`src/sv/lmks_pkg.sv`:
```
// Shared types and constants for the LED matrix key scan controller.
`default_nettype none

package lmks_pkg;

  // Default sizes of the display RAM and the key matrix.
  localparam int DISPLAY_BYTES_DEF = 16;
  localparam int KEY_ROWS_DEF      = 3;
  localparam int KEY_COLUMNS_DEF   = 13;

  // Fixed widths of the bus fields.
  localparam int KEY_SCAN_W = 39;
  localparam int PTR_W      = 4;
  localparam int BYTE_W     = 8;

  // Item kinds on the input channel.
  typedef enum logic [1:0] {
    CMD_WRITE  = 2'd0,
    CMD_READ   = 2'd1,
    CMD_SCAN   = 2'd2,
    CMD_UNUSED = 2'd3
  } cmd_t;

  // Command byte opcodes, taken from bits 7:5 of the first written byte.
  typedef enum logic [2:0] {
    OP_DDAP   = 3'd0,
    OP_SS     = 3'd1,
    OP_KDAP   = 3'd2,
    OP_IFAP   = 3'd3,
    OP_DSP    = 3'd4,
    OP_RIS    = 3'd5,
    OP_UNUSED = 3'd6,
    OP_DIM    = 3'd7
  } op_t;

  // Region that bus reads are pointed at.
  typedef enum logic [1:0] {
    REGION_DISP = 2'd0,
    REGION_KEY  = 2'd1,
    REGION_INT  = 2'd2
  } region_t;

  // Output register occupancy.
  typedef enum logic {
    ST_EMPTY = 1'b0,
    ST_FULL  = 1'b1
  } state_t;

  // Commands from the controller to the datapath.
  typedef struct packed {
    logic take;
    logic hold;
  } ctl_t;

endpackage

`default_nettype wire

```
`src/sv/lmks_ctrl.sv`:
```
// Handshake controller: tracks the result register and issues item transfers.
`default_nettype none

module lmks_ctrl (
  input  wire logic          clk,
  input  wire logic          rst_n,
  input  wire logic          in_valid,
  output logic               in_ready,
  output logic               out_valid,
  input  wire logic          out_ready,
  output lmks_pkg::ctl_t     ctl
);

  lmks_pkg::state_t state_r;
  lmks_pkg::state_t state_nxt;

  always_ff @(posedge clk) begin
    if (!rst_n) begin
      state_r <= lmks_pkg::ST_EMPTY;
    end else begin
      state_r <= state_nxt;
    end
  end

  always_comb begin
    state_nxt = state_r;
    out_valid = 1'b0;
    in_ready  = 1'b0;
    unique case (state_r)
      lmks_pkg::ST_EMPTY: begin
        in_ready = 1'b1;
      end
      lmks_pkg::ST_FULL: begin
        out_valid = 1'b1;
        in_ready  = out_ready;
      end
      default: begin
        in_ready = 1'b0;
      end
    endcase
    ctl.take = in_valid && in_ready;
    ctl.hold = out_valid && !out_ready;
    if (ctl.take) begin
      state_nxt = lmks_pkg::ST_FULL;
    end else if (out_valid && out_ready) begin
      state_nxt = lmks_pkg::ST_EMPTY;
    end
  end

  // A taken item always leaves a result waiting in the next cycle.
  a_take_fills: assert property (@(posedge clk) disable iff (!rst_n)
    ctl.take |=> out_valid)
    else $error("result register not loaded after an item transfer");

  // A result that is not taken is never dropped.
  a_hold_keeps: assert property (@(posedge clk) disable iff (!rst_n)
    ctl.hold |=> out_valid)
    else $error("pending result lost");

  // Reset empties the result register.
  a_reset_empty: assert property (@(posedge clk)
    !rst_n |=> !out_valid)
    else $error("result register not empty after reset");

endmodule

`default_nettype wire

```
`src/sv/lmks_dp.sv`:
```
// Datapath: command decode, display and key RAMs, status registers and read data.
`default_nettype none

module lmks_dp #(
  parameter int DISPLAY_BYTES = lmks_pkg::DISPLAY_BYTES_DEF,
  parameter int KEY_ROWS      = lmks_pkg::KEY_ROWS_DEF,
  parameter int KEY_COLUMNS   = lmks_pkg::KEY_COLUMNS_DEF
) (
  input  wire logic                            clk,
  input  wire logic                            rst_n,
  input  wire lmks_pkg::ctl_t                  ctl,
  input  wire logic [1:0]                      in_cmd,
  input  wire logic                            in_first,
  input  wire logic [lmks_pkg::BYTE_W-1:0]     in_wdata,
  input  wire logic [lmks_pkg::KEY_SCAN_W-1:0] in_key_scan,
  output logic [lmks_pkg::BYTE_W-1:0]          out_rdata,
  output logic                                 out_osc_on,
  output logic                                 out_display_on,
  output logic [1:0]                           out_blink_mode,
  output logic [3:0]                           out_dim_level,
  output logic [1:0]                           out_row_int_mode,
  output logic                                 out_int_flag
);

  localparam int DISP_AW   = (DISPLAY_BYTES > 1) ? $clog2(DISPLAY_BYTES) : 1;
  localparam int PTR_W     = lmks_pkg::PTR_W;
  localparam int PTR_DEPTH = 1 << PTR_W;
  localparam int KEY_BITS  = KEY_ROWS * KEY_COLUMNS;
  localparam int SCAN_EXT_W = (KEY_BITS > lmks_pkg::KEY_SCAN_W) ? KEY_BITS
                                                                : lmks_pkg::KEY_SCAN_W;
  localparam int KEY_BYTES = 2 * KEY_ROWS;

  logic [lmks_pkg::BYTE_W-1:0] disp_ram_r [DISPLAY_BYTES];
  logic [KEY_COLUMNS-1:0]      key_ram_r  [KEY_ROWS];
  lmks_pkg::region_t           region_r, region_nxt;
  logic [PTR_W-1:0]            ptr_r, ptr_nxt;
  logic                        data_phase_r, data_phase_nxt;
  logic                        osc_r, osc_nxt;
  logic [2:0]                  disp_setup_r, disp_setup_nxt;
  logic [3:0]                  dim_r, dim_nxt;
  logic [1:0]                  ris_r, ris_nxt;
  logic [lmks_pkg::BYTE_W-1:0] rdata_r, rdata_nxt;

  logic                        ram_we;
  logic                        key_we;
  logic [DISP_AW-1:0]          mod_tbl [PTR_DEPTH];
  logic [DISP_AW-1:0]          disp_idx;
  logic [PTR_W:0]              disp_sum;
  logic [PTR_W-1:0]            disp_next_ptr;
  logic [15:0]                 row_sel;
  logic [lmks_pkg::BYTE_W-1:0] key_byte;
  logic                        any_key;
  logic [SCAN_EXT_W-1:0]       scan_ext;
  lmks_pkg::cmd_t              cmd_w;
  lmks_pkg::op_t               op_w;

  // Pointer modulo display size, resolved at elaboration.
  for (genvar i = 0; i < PTR_DEPTH; i++) begin : g_mod
    assign mod_tbl[i] = DISP_AW'(i % DISPLAY_BYTES);
  end

  assign cmd_w    = lmks_pkg::cmd_t'(in_cmd);
  assign op_w     = lmks_pkg::op_t'(in_wdata[7:5]);
  assign scan_ext = SCAN_EXT_W'(in_key_scan);
  assign disp_idx = mod_tbl[ptr_r];
  assign disp_sum = (PTR_W + 1)'(disp_idx) + (PTR_W + 1)'(1);
  assign disp_next_ptr = (disp_sum >= (PTR_W + 1)'(DISPLAY_BYTES)) ? '0 : disp_sum[PTR_W-1:0];

  always_comb begin
    any_key = 1'b0;
    row_sel = '0;
    for (int r = 0; r < KEY_ROWS; r++) begin
      any_key = any_key | (|key_ram_r[r]);
      if (ptr_r[PTR_W-1:1] == (PTR_W - 1)'(r)) begin
        row_sel = 16'(key_ram_r[r]);
      end
    end
    if (ptr_r < PTR_W'(KEY_BYTES)) begin
      key_byte = ptr_r[0] ? row_sel[15:8] : row_sel[7:0];
    end else begin
      key_byte = '0;
    end
  end

  always_comb begin
    region_nxt     = region_r;
    ptr_nxt        = ptr_r;
    data_phase_nxt = data_phase_r;
    osc_nxt        = osc_r;
    disp_setup_nxt = disp_setup_r;
    dim_nxt        = dim_r;
    ris_nxt        = ris_r;
    rdata_nxt      = '0;
    ram_we         = 1'b0;
    key_we         = 1'b0;
    unique case (cmd_w)
      lmks_pkg::CMD_WRITE: begin
        if (in_first) begin
          data_phase_nxt = 1'b0;
          unique case (op_w)
            lmks_pkg::OP_DDAP: begin
              ptr_nxt        = PTR_W'(mod_tbl[in_wdata[PTR_W-1:0]]);
              region_nxt     = lmks_pkg::REGION_DISP;
              data_phase_nxt = 1'b1;
            end
            lmks_pkg::OP_SS:     osc_nxt = in_wdata[0];
            lmks_pkg::OP_KDAP: begin
              region_nxt = lmks_pkg::REGION_KEY;
              ptr_nxt    = in_wdata[PTR_W-1:0];
            end
            lmks_pkg::OP_IFAP:   region_nxt = lmks_pkg::REGION_INT;
            lmks_pkg::OP_DSP:    disp_setup_nxt = in_wdata[2:0];
            lmks_pkg::OP_RIS:    ris_nxt = in_wdata[1:0];
            lmks_pkg::OP_UNUSED: data_phase_nxt = 1'b0;
            lmks_pkg::OP_DIM:    dim_nxt = in_wdata[3:0];
            default:             data_phase_nxt = 1'b0;
          endcase
        end else if (data_phase_r) begin
          ram_we  = 1'b1;
          ptr_nxt = disp_next_ptr;
        end
      end
      lmks_pkg::CMD_READ: begin
        data_phase_nxt = 1'b0;
        unique case (region_r)
          lmks_pkg::REGION_DISP: begin
            rdata_nxt = disp_ram_r[disp_idx];
            ptr_nxt   = disp_next_ptr;
          end
          lmks_pkg::REGION_KEY: begin
            rdata_nxt = key_byte;
            ptr_nxt   = ptr_r + PTR_W'(1);
          end
          lmks_pkg::REGION_INT: begin
            rdata_nxt = lmks_pkg::BYTE_W'(any_key);
          end
          default: begin
            rdata_nxt = '0;
          end
        endcase
      end
      lmks_pkg::CMD_SCAN:   key_we = 1'b1;
      lmks_pkg::CMD_UNUSED: key_we = 1'b0;
      default:              key_we = 1'b0;
    endcase
  end

  always_ff @(posedge clk) begin
    if (!rst_n) begin
      region_r     <= lmks_pkg::REGION_DISP;
      ptr_r        <= '0;
      data_phase_r <= 1'b0;
      osc_r        <= 1'b0;
      disp_setup_r <= '0;
      dim_r        <= '0;
      ris_r        <= '0;
      for (int i = 0; i < DISPLAY_BYTES; i++) begin
        disp_ram_r[i] <= '0;
      end
      for (int r = 0; r < KEY_ROWS; r++) begin
        key_ram_r[r] <= '0;
      end
    end else if (ctl.take) begin
      region_r     <= region_nxt;
      ptr_r        <= ptr_nxt;
      data_phase_r <= data_phase_nxt;
      osc_r        <= osc_nxt;
      disp_setup_r <= disp_setup_nxt;
      dim_r        <= dim_nxt;
      ris_r        <= ris_nxt;
      if (ram_we) begin
        disp_ram_r[disp_idx] <= in_wdata;
      end
      if (key_we) begin
        for (int r = 0; r < KEY_ROWS; r++) begin
          key_ram_r[r] <= scan_ext[r*KEY_COLUMNS +: KEY_COLUMNS];
        end
      end
    end
  end

  always_ff @(posedge clk) begin
    if (ctl.take) begin
      rdata_r <= rdata_nxt;
    end
  end

  // State only moves on a transfer, so the status fields belong to the held result.
  assign out_rdata        = rdata_r;
  assign out_osc_on       = osc_r;
  assign out_display_on   = disp_setup_r[0];
  assign out_blink_mode   = disp_setup_r[2:1];
  assign out_dim_level    = dim_r;
  assign out_row_int_mode = ris_r;
  assign out_int_flag     = any_key;

  // A display pointer command opens a display write.
  a_ddap_opens: assert property (@(posedge clk) disable iff (!rst_n)
    ctl.take && cmd_w == lmks_pkg::CMD_WRITE && in_first && op_w == lmks_pkg::OP_DDAP
    |=> data_phase_r)
    else $error("display write not opened by pointer command");

  // Any read ends a display write.
  a_read_closes: assert property (@(posedge clk) disable iff (!rst_n)
    ctl.take && cmd_w == lmks_pkg::CMD_READ |=> !data_phase_r)
    else $error("display write still open after a read");

  // A key scan event never moves the pointer.
  a_scan_ptr: assert property (@(posedge clk) disable iff (!rst_n)
    ctl.take && cmd_w == lmks_pkg::CMD_SCAN |=> $stable(ptr_r))
    else $error("pointer moved on a key scan event");

endmodule

`default_nettype wire

```
`src/sv/led_matrix_key_scan_controller_core.sv`:
```
// Top level of the LED matrix key scan controller: serial command side.
// An input transfer's result appears on the out_ ports in the cycle after the transfer.
// Throughput: one item per cycle while out_ready is high; the next item is taken
// in the cycle the pending result goes out; the single result register is the only stage.
// Reset (rst_n low, synchronous) clears the display RAM, key rows and all
// control registers at once; no clearing pass follows.
`default_nettype none

module led_matrix_key_scan_controller_core #(
  parameter int DISPLAY_BYTES = lmks_pkg::DISPLAY_BYTES_DEF,
  parameter int KEY_ROWS      = lmks_pkg::KEY_ROWS_DEF,
  parameter int KEY_COLUMNS   = lmks_pkg::KEY_COLUMNS_DEF
) (
  input  wire logic                            clk,
  input  wire logic                            rst_n,
  input  wire logic                            in_valid,
  output logic                                 in_ready,
  input  wire logic [1:0]                      in_cmd,
  input  wire logic                            in_first,
  input  wire logic [lmks_pkg::BYTE_W-1:0]     in_wdata,
  input  wire logic [lmks_pkg::KEY_SCAN_W-1:0] in_key_scan,
  output logic                                 out_valid,
  input  wire logic                            out_ready,
  output logic [lmks_pkg::BYTE_W-1:0]          out_rdata,
  output logic                                 out_osc_on,
  output logic                                 out_display_on,
  output logic [1:0]                           out_blink_mode,
  output logic [3:0]                           out_dim_level,
  output logic [1:0]                           out_row_int_mode,
  output logic                                 out_int_flag
);

  // The controller decides when an item transfers; the datapath applies it.
  lmks_pkg::ctl_t ctl;

  lmks_ctrl u_ctrl (
    .clk       (clk),
    .rst_n     (rst_n),
    .in_valid  (in_valid),
    .in_ready  (in_ready),
    .out_valid (out_valid),
    .out_ready (out_ready),
    .ctl       (ctl)
  );

  // Every item updates the state and loads exactly one result. Status fields
  // show the state after the item that produced the pending result.
  lmks_dp #(
    .DISPLAY_BYTES (DISPLAY_BYTES),
    .KEY_ROWS      (KEY_ROWS),
    .KEY_COLUMNS   (KEY_COLUMNS)
  ) u_dp (
    .clk              (clk),
    .rst_n            (rst_n),
    .ctl              (ctl),
    .in_cmd           (in_cmd),
    .in_first         (in_first),
    .in_wdata         (in_wdata),
    .in_key_scan      (in_key_scan),
    .out_rdata        (out_rdata),
    .out_osc_on       (out_osc_on),
    .out_display_on   (out_display_on),
    .out_blink_mode   (out_blink_mode),
    .out_dim_level    (out_dim_level),
    .out_row_int_mode (out_row_int_mode),
    .out_int_flag     (out_int_flag)
  );

endmodule

`default_nettype wire
```
`config.mk`:
```
export PLATFORM = sky130hd
export DESIGN_NAME = led_matrix_key_scan_controller_core
export DESIGN_NICKNAME = d
export VERILOG_FILES = /design/src/sv/lmks_pkg.sv /design/src/sv/lmks_ctrl.sv /design/src/sv/lmks_dp.sv /design/src/sv/led_matrix_key_scan_controller_core.sv
export SDC_FILE = /design/constraint.sdc
export NUM_CORES = 1
export LEC_CHECK = 0
export BUFFER_PORTS_ARGS = -buffer_cell sky130_fd_sc_hd__buf_2
export CAP_MARGIN = 10
export CORE_MARGIN = 3
export CORE_UTILIZATION = 54
export CTS_CLUSTER_SIZE = 24
export DETAILED_ROUTE_END_ITERATION = 10
export PLACE_DENSITY = 0.83
export SLEW_MARGIN = 20
export SYNTH_ARGS = -nofsm -noshare
export SYNTH_HDL_FRONTEND = slang
export SYNTH_SLANG_ARGS = --single-unit
```
`constraint.sdc`:
```
create_clock -name clk -period 2.4 [get_ports clk]
set_clock_uncertainty 0.05 [all_clocks]
set_input_delay 0.36 -clock clk [delete_from_list [all_inputs] [get_ports clk]]
set_output_delay 0.36 -clock clk [all_outputs]
set_load 0.02 [all_outputs]
```
---- After elaboration in Yosys (flattened, before gate mapping) ----
Memory sizes are Yosys's and may differ from the RTL's.
Cells that the tools add are included.
operators by class
  add/sub/neg operators ................... 2
  magnitude comparators ................... 4
  equality and inequality tests ........... 16
  mux-type cells .......................... 43
  bitwise gates (word level) .............. 8
  reduce and logical (&&, ||, !) cells .... 20
operators with widths
  kind                                                                    count
  13-bit two-way mux                                                      4
  13-bit OR reduction                                                     3
  16-bit two-way mux                                                      2
  4-bit two-way mux                                                       8
  8-bit two-way mux                                                       3
  4-bit case mux with 2 select lines                                      3
  8-bit case mux with 3 select lines                                      1
  4-bit AND reduction                                                     5
  1-bit two-way mux                                                       19
  5-bit greater-or-equal comparator (second input constant)               3
  4-bit inverter with 5-bit output                                        2
  3-bit by 2-bit equality test with 1-bit output (second input constant)  3
  3-bit equality test (second input constant)                             3
  8-bit OR reduction                                                      1
  3-bit by 1-bit equality test with 1-bit output (second input constant)  2
  3-bit zero test                                                         2
  2-bit case mux with 3 select lines                                      1
  4-bit by 1-bit adder with 5-bit output (second input constant)          1
  1-bit bitwise OR                                                        5
  5-bit AND reduction                                                     1
  4-bit by 1-bit adder with 4-bit output (second input constant)          1
  2-bit by 1-bit equality test with 1-bit output (second input constant)  2
  2-bit equality test (second input constant)                             2
  2-bit zero test                                                         2
  11 further kinds                                                        14
word-level totals
  register bits after elaboration ......... 26
  bits in writable memories ............... 167
  memory bits (read-only) ................. 128
  input port bits ......................... 54
  output and inout port bits .............. 21
  word-level logic and storage cells ...... 106
  memories ................................ 4
memory list
  memory           words  bits a word  rd ports  clocked after Yosys merged registers in  wr ports  RTL line        text
  u_dp.disp_ram_r  16     8            1         0                                        16        lmks_dp.sv:33   logic [lmks_pkg::BYTE_W-1:0] disp_ram_r [DISPLAY_BYTES];
  (no name shown)  16     4            1         0                                        0         lmks_dp.sv:65   assign disp_idx = mod_tbl[ptr_r];
  (no name shown)  16     4            1         0                                        0         lmks_dp.sv:102  ptr_nxt = PTR_W'(mod_tbl[in_wdata[PTR_W-1:0]]);
  u_dp.key_ram_r   3      13           3         0                                        3         lmks_dp.sv:34   logic [KEY_COLUMNS-1:0] key_ram_r [KEY_ROWS];

---- Longest topological paths before layout ----
  word-level depth ........................ 10
  depth in mapped cells ................... 9

---- By module ----
From an unflattened synthesis, not the netlist that was laid out.
unflattened totals
  cell total of the unflattened synthesis .. 704
  area, all modules ....................... 9172.5 um2
modules (own cells, without submodules)
  module     times used  cells each  area each (um2)  sequential area each (um2)
  lmks_dp    1           698         9113.7           5595.4
  lmks_ctrl  1           6           58.8             20.0

---- Worst setup path after synthesis ----
No wires, ideal clock.
  path kind ............................... flip-flop to flip-flop
  start point ............................. register u_ctrl.state_r
  end point ............................... memory u_dp.key_ram_r[0][0] (netlist name), enable pin
  arrival time ............................ 1.899 ns
  setup slack ............................. -0.073 ns
  cell stages (with the launch flop) ...... 7
  buffers on the path ..................... 0
  cells stage by stage .................... dfxtp_1 > nor2b_1 > inv_1 > nand2_1 > nor2_1 > nand2_1 > nand2_1
RTL lines
  element                 RTL line         text
  start, declared         lmks_ctrl.sv:14  lmks_pkg::state_t state_r;
  start signal, assigned  lmks_ctrl.sv:19  state_r <= lmks_pkg::ST_EMPTY;
  start signal, assigned  lmks_ctrl.sv:21  state_r <= state_nxt;
  end, declared           lmks_dp.sv:34

==> impl_metrics.ini <==
[critical_path]
critical_path_class = register to output port
cp-startpoint = u_dp.key_ram_r[0][0]
crit_fanout = 2
endpoint_kind = output port
critPathLaunchType = register
reg2reg_from = u_dp.ptr_r[1]
worstPathRequired_ps = 1990
cp.arrival_ps = 2000

[route]
drt_pass1_iterations = 5
routed_via_density = 6.00
drc = 0
wl_per_cell_um = 20.9
drt-initial-drc-count = 555
num_vias = 5946
routed_wl_um = 20700
antenna_left = 0

[timing]
period_share = 1.01
layout_setup_ws_ps = -12.4
drv_slew = 0
fmax_ghz = 0.415
hold_viol = 0
maxSlewHeadroom = 0.635
tns_ps = -12.4
fin_crit_ps = 2410
setup_viol_count_final = 1
max_slew.worst_pin.slew_ps = 545
hold_slack_ps = 152

[power_and_ir_drop]
power_leakage_nw = 3.85
power_w = 0.00723
ir_drop_uv = 483
p_per_area_nw_per_um2 = 687

[logic_synthesis]
synth_cell_type_count = 56
yosysSeqAreaShare = 0.612
async_flop_share = 0
synth_area_um2 = 9170
synth-edff-count = 175
postSynthAreaPerCell_um2 = 13.6
synthCells = 673
synth_area_leaders = edfxtp_1 (57%), and2_1 (11%), mux4_2 (8.1%)
ys_warn_count = 0
yosys.area.top_type = edfxtp_1
synth_fp_nets = 731
synth_top_area_share = 0.573
synth_ff_type = edfxtp_1
yosys_register_bits = 193

[grt]
grt_max_degree = 40
grt_usage = 0.227
grt_overflow = 0
grt_pass1_vias = 5898
grt_antenna_before_repair = 0
grt_first_pass_wirelength_um = 31600

[final_layout]
final_cell_mix = edfxtp_1 (175), and2_1 (167), buf_2 (74)
final_core_util = 0.635
fillers = 1167
diodes = 0
syn_to_final_growth_pct = 14.8
drive_gt1_frac = 0.258
nNetsFinal = 816
regArea_um2 = 5620
multiInputGateArea_um2 = 3340
final_common_cell = edfxtp_1

[min_path]
min_path_type = input pin to register
hp-start = in_key_scan[8]

[outcome]
outcome = finished with violations
violations = setup timing

[clocking]
htreeDepth = 4
cts_buffers = 17
clockBufferDepth = 2
cts_tree = yes
clkTransAtPathRegs_ps = 70
root_buffer = clkbuf_16
clk_latency_ps = 430
clkSinkCount = 193
post_cts_buffers = 0

[place]
port_buffers = 74
dp_slack_ps = 75.0
hpwl_um = 14100
place_congestion = 0.874

[floorplanning]
initial_core_util = 0.553
io_pins = 75
die_h_um = 136
die_area_um2 = 18600
rows = 47
chipWidth_um = 136
core_area_um2 = 16600

[flow_run]
drv_cap = 0
[through the flow]
step,cell area [µm²],std cells
after floorplan,9170,673
after global placement,9920,959
after detailed placement,9920,959
after CTS,10500,991
after global routing,10500,991
final,10500,991
[final timing paths]
path | endpoint | cells after the start | slack (ps)
min | u_dp.key_ram_r[0][8] | 2 | 150
max | out_int_flag | 4 | -10
min reg2reg | u_dp.out_osc_on | 2 | 450
max reg2reg | u_dp.disp_ram_r[3][7] | 5 | 160
[where the power goes]
part           total [W]  switching (W)  internal [W]
sequential       0.00385      0.0000647       0.00378
clock            0.00283        0.00119       0.00164
combinational   0.000547       0.000322      0.000225
[cell families (layout without fill, tap and decap cells)]
family	after synthesis	count (layout)	synth area share
AND/OR/NAND/NOR	292	292	0.192
flip-flops	193	193	0.612
AO/OA/AOI/OAI	72	72	0.0538
multiplexers	59	59	0.110
buffers and inverters	53	151	0.0265
adder cells (fa/ha/maj)	4	4	0.00546
[Yosys cell counts (7+ instances only)]
library cell / number
dfxtp_1: 18
buf_2: 11
a21oi_1: 10
clkbuf_1: 29
nand2_1: 23
nand2b_1: 13
mux4_2: 33
o22ai_1: 7
nor4_1: 10
inv_1: 7
edfxtp_1: 175
nor2b_1: 18
and2_1: 167
o21ai_0: 19
nor2_1: 25
mux2i_1: 21
[metal layers]
layer	vias up	global-route usage	share of wire
met5	-	0	0
met4	0	0.0913	0.029
met3	50	0.0577	0.083
met2	312	0.363	0.49
met1	2939	0.300	0.40
li1	2645	-	-
[worst max-delay path: stages, from the launching register on]
cell and delay [ps]:
edfxtp_1 430, nor4_1 340, nand4_1 170, or3_1 460
buf_2 180
[repair_timing]
| item | in CTS | in global routing |
|---|---|---|
| hold buffers | 0 | 0 |
| endpoints found under the setup margin | 0 | 6 |
| gates resized for setup | 0 | 4 |
[flip-flops by register name, summed over array words and instances, names as in the netlist]
signal and flops:
u_dp.disp_ram_r 128, u_dp.key_ram_r 39, u_dp.out_rdata 8, u_dp.out_dim_level 4, u_dp.ptr_r 4, u_dp.disp_setup_r 3
u_dp.out_row_int_mode 2, u_dp.region_r 2, u_ctrl.state_r 1, u_dp.data_phase_r 1, u_dp.out_osc_on 1
[final cells by class]
class                      instances  area share
timing repair buffer             112      0.0646
clock buffer                      19      0.0411
multi-input combinational        427       0.317
sequential                       193       0.534
inverter                           7     0.00250
clock inverter                    13      0.0152
tap                              220      0.0261
(Power assumes the default switching activity.)
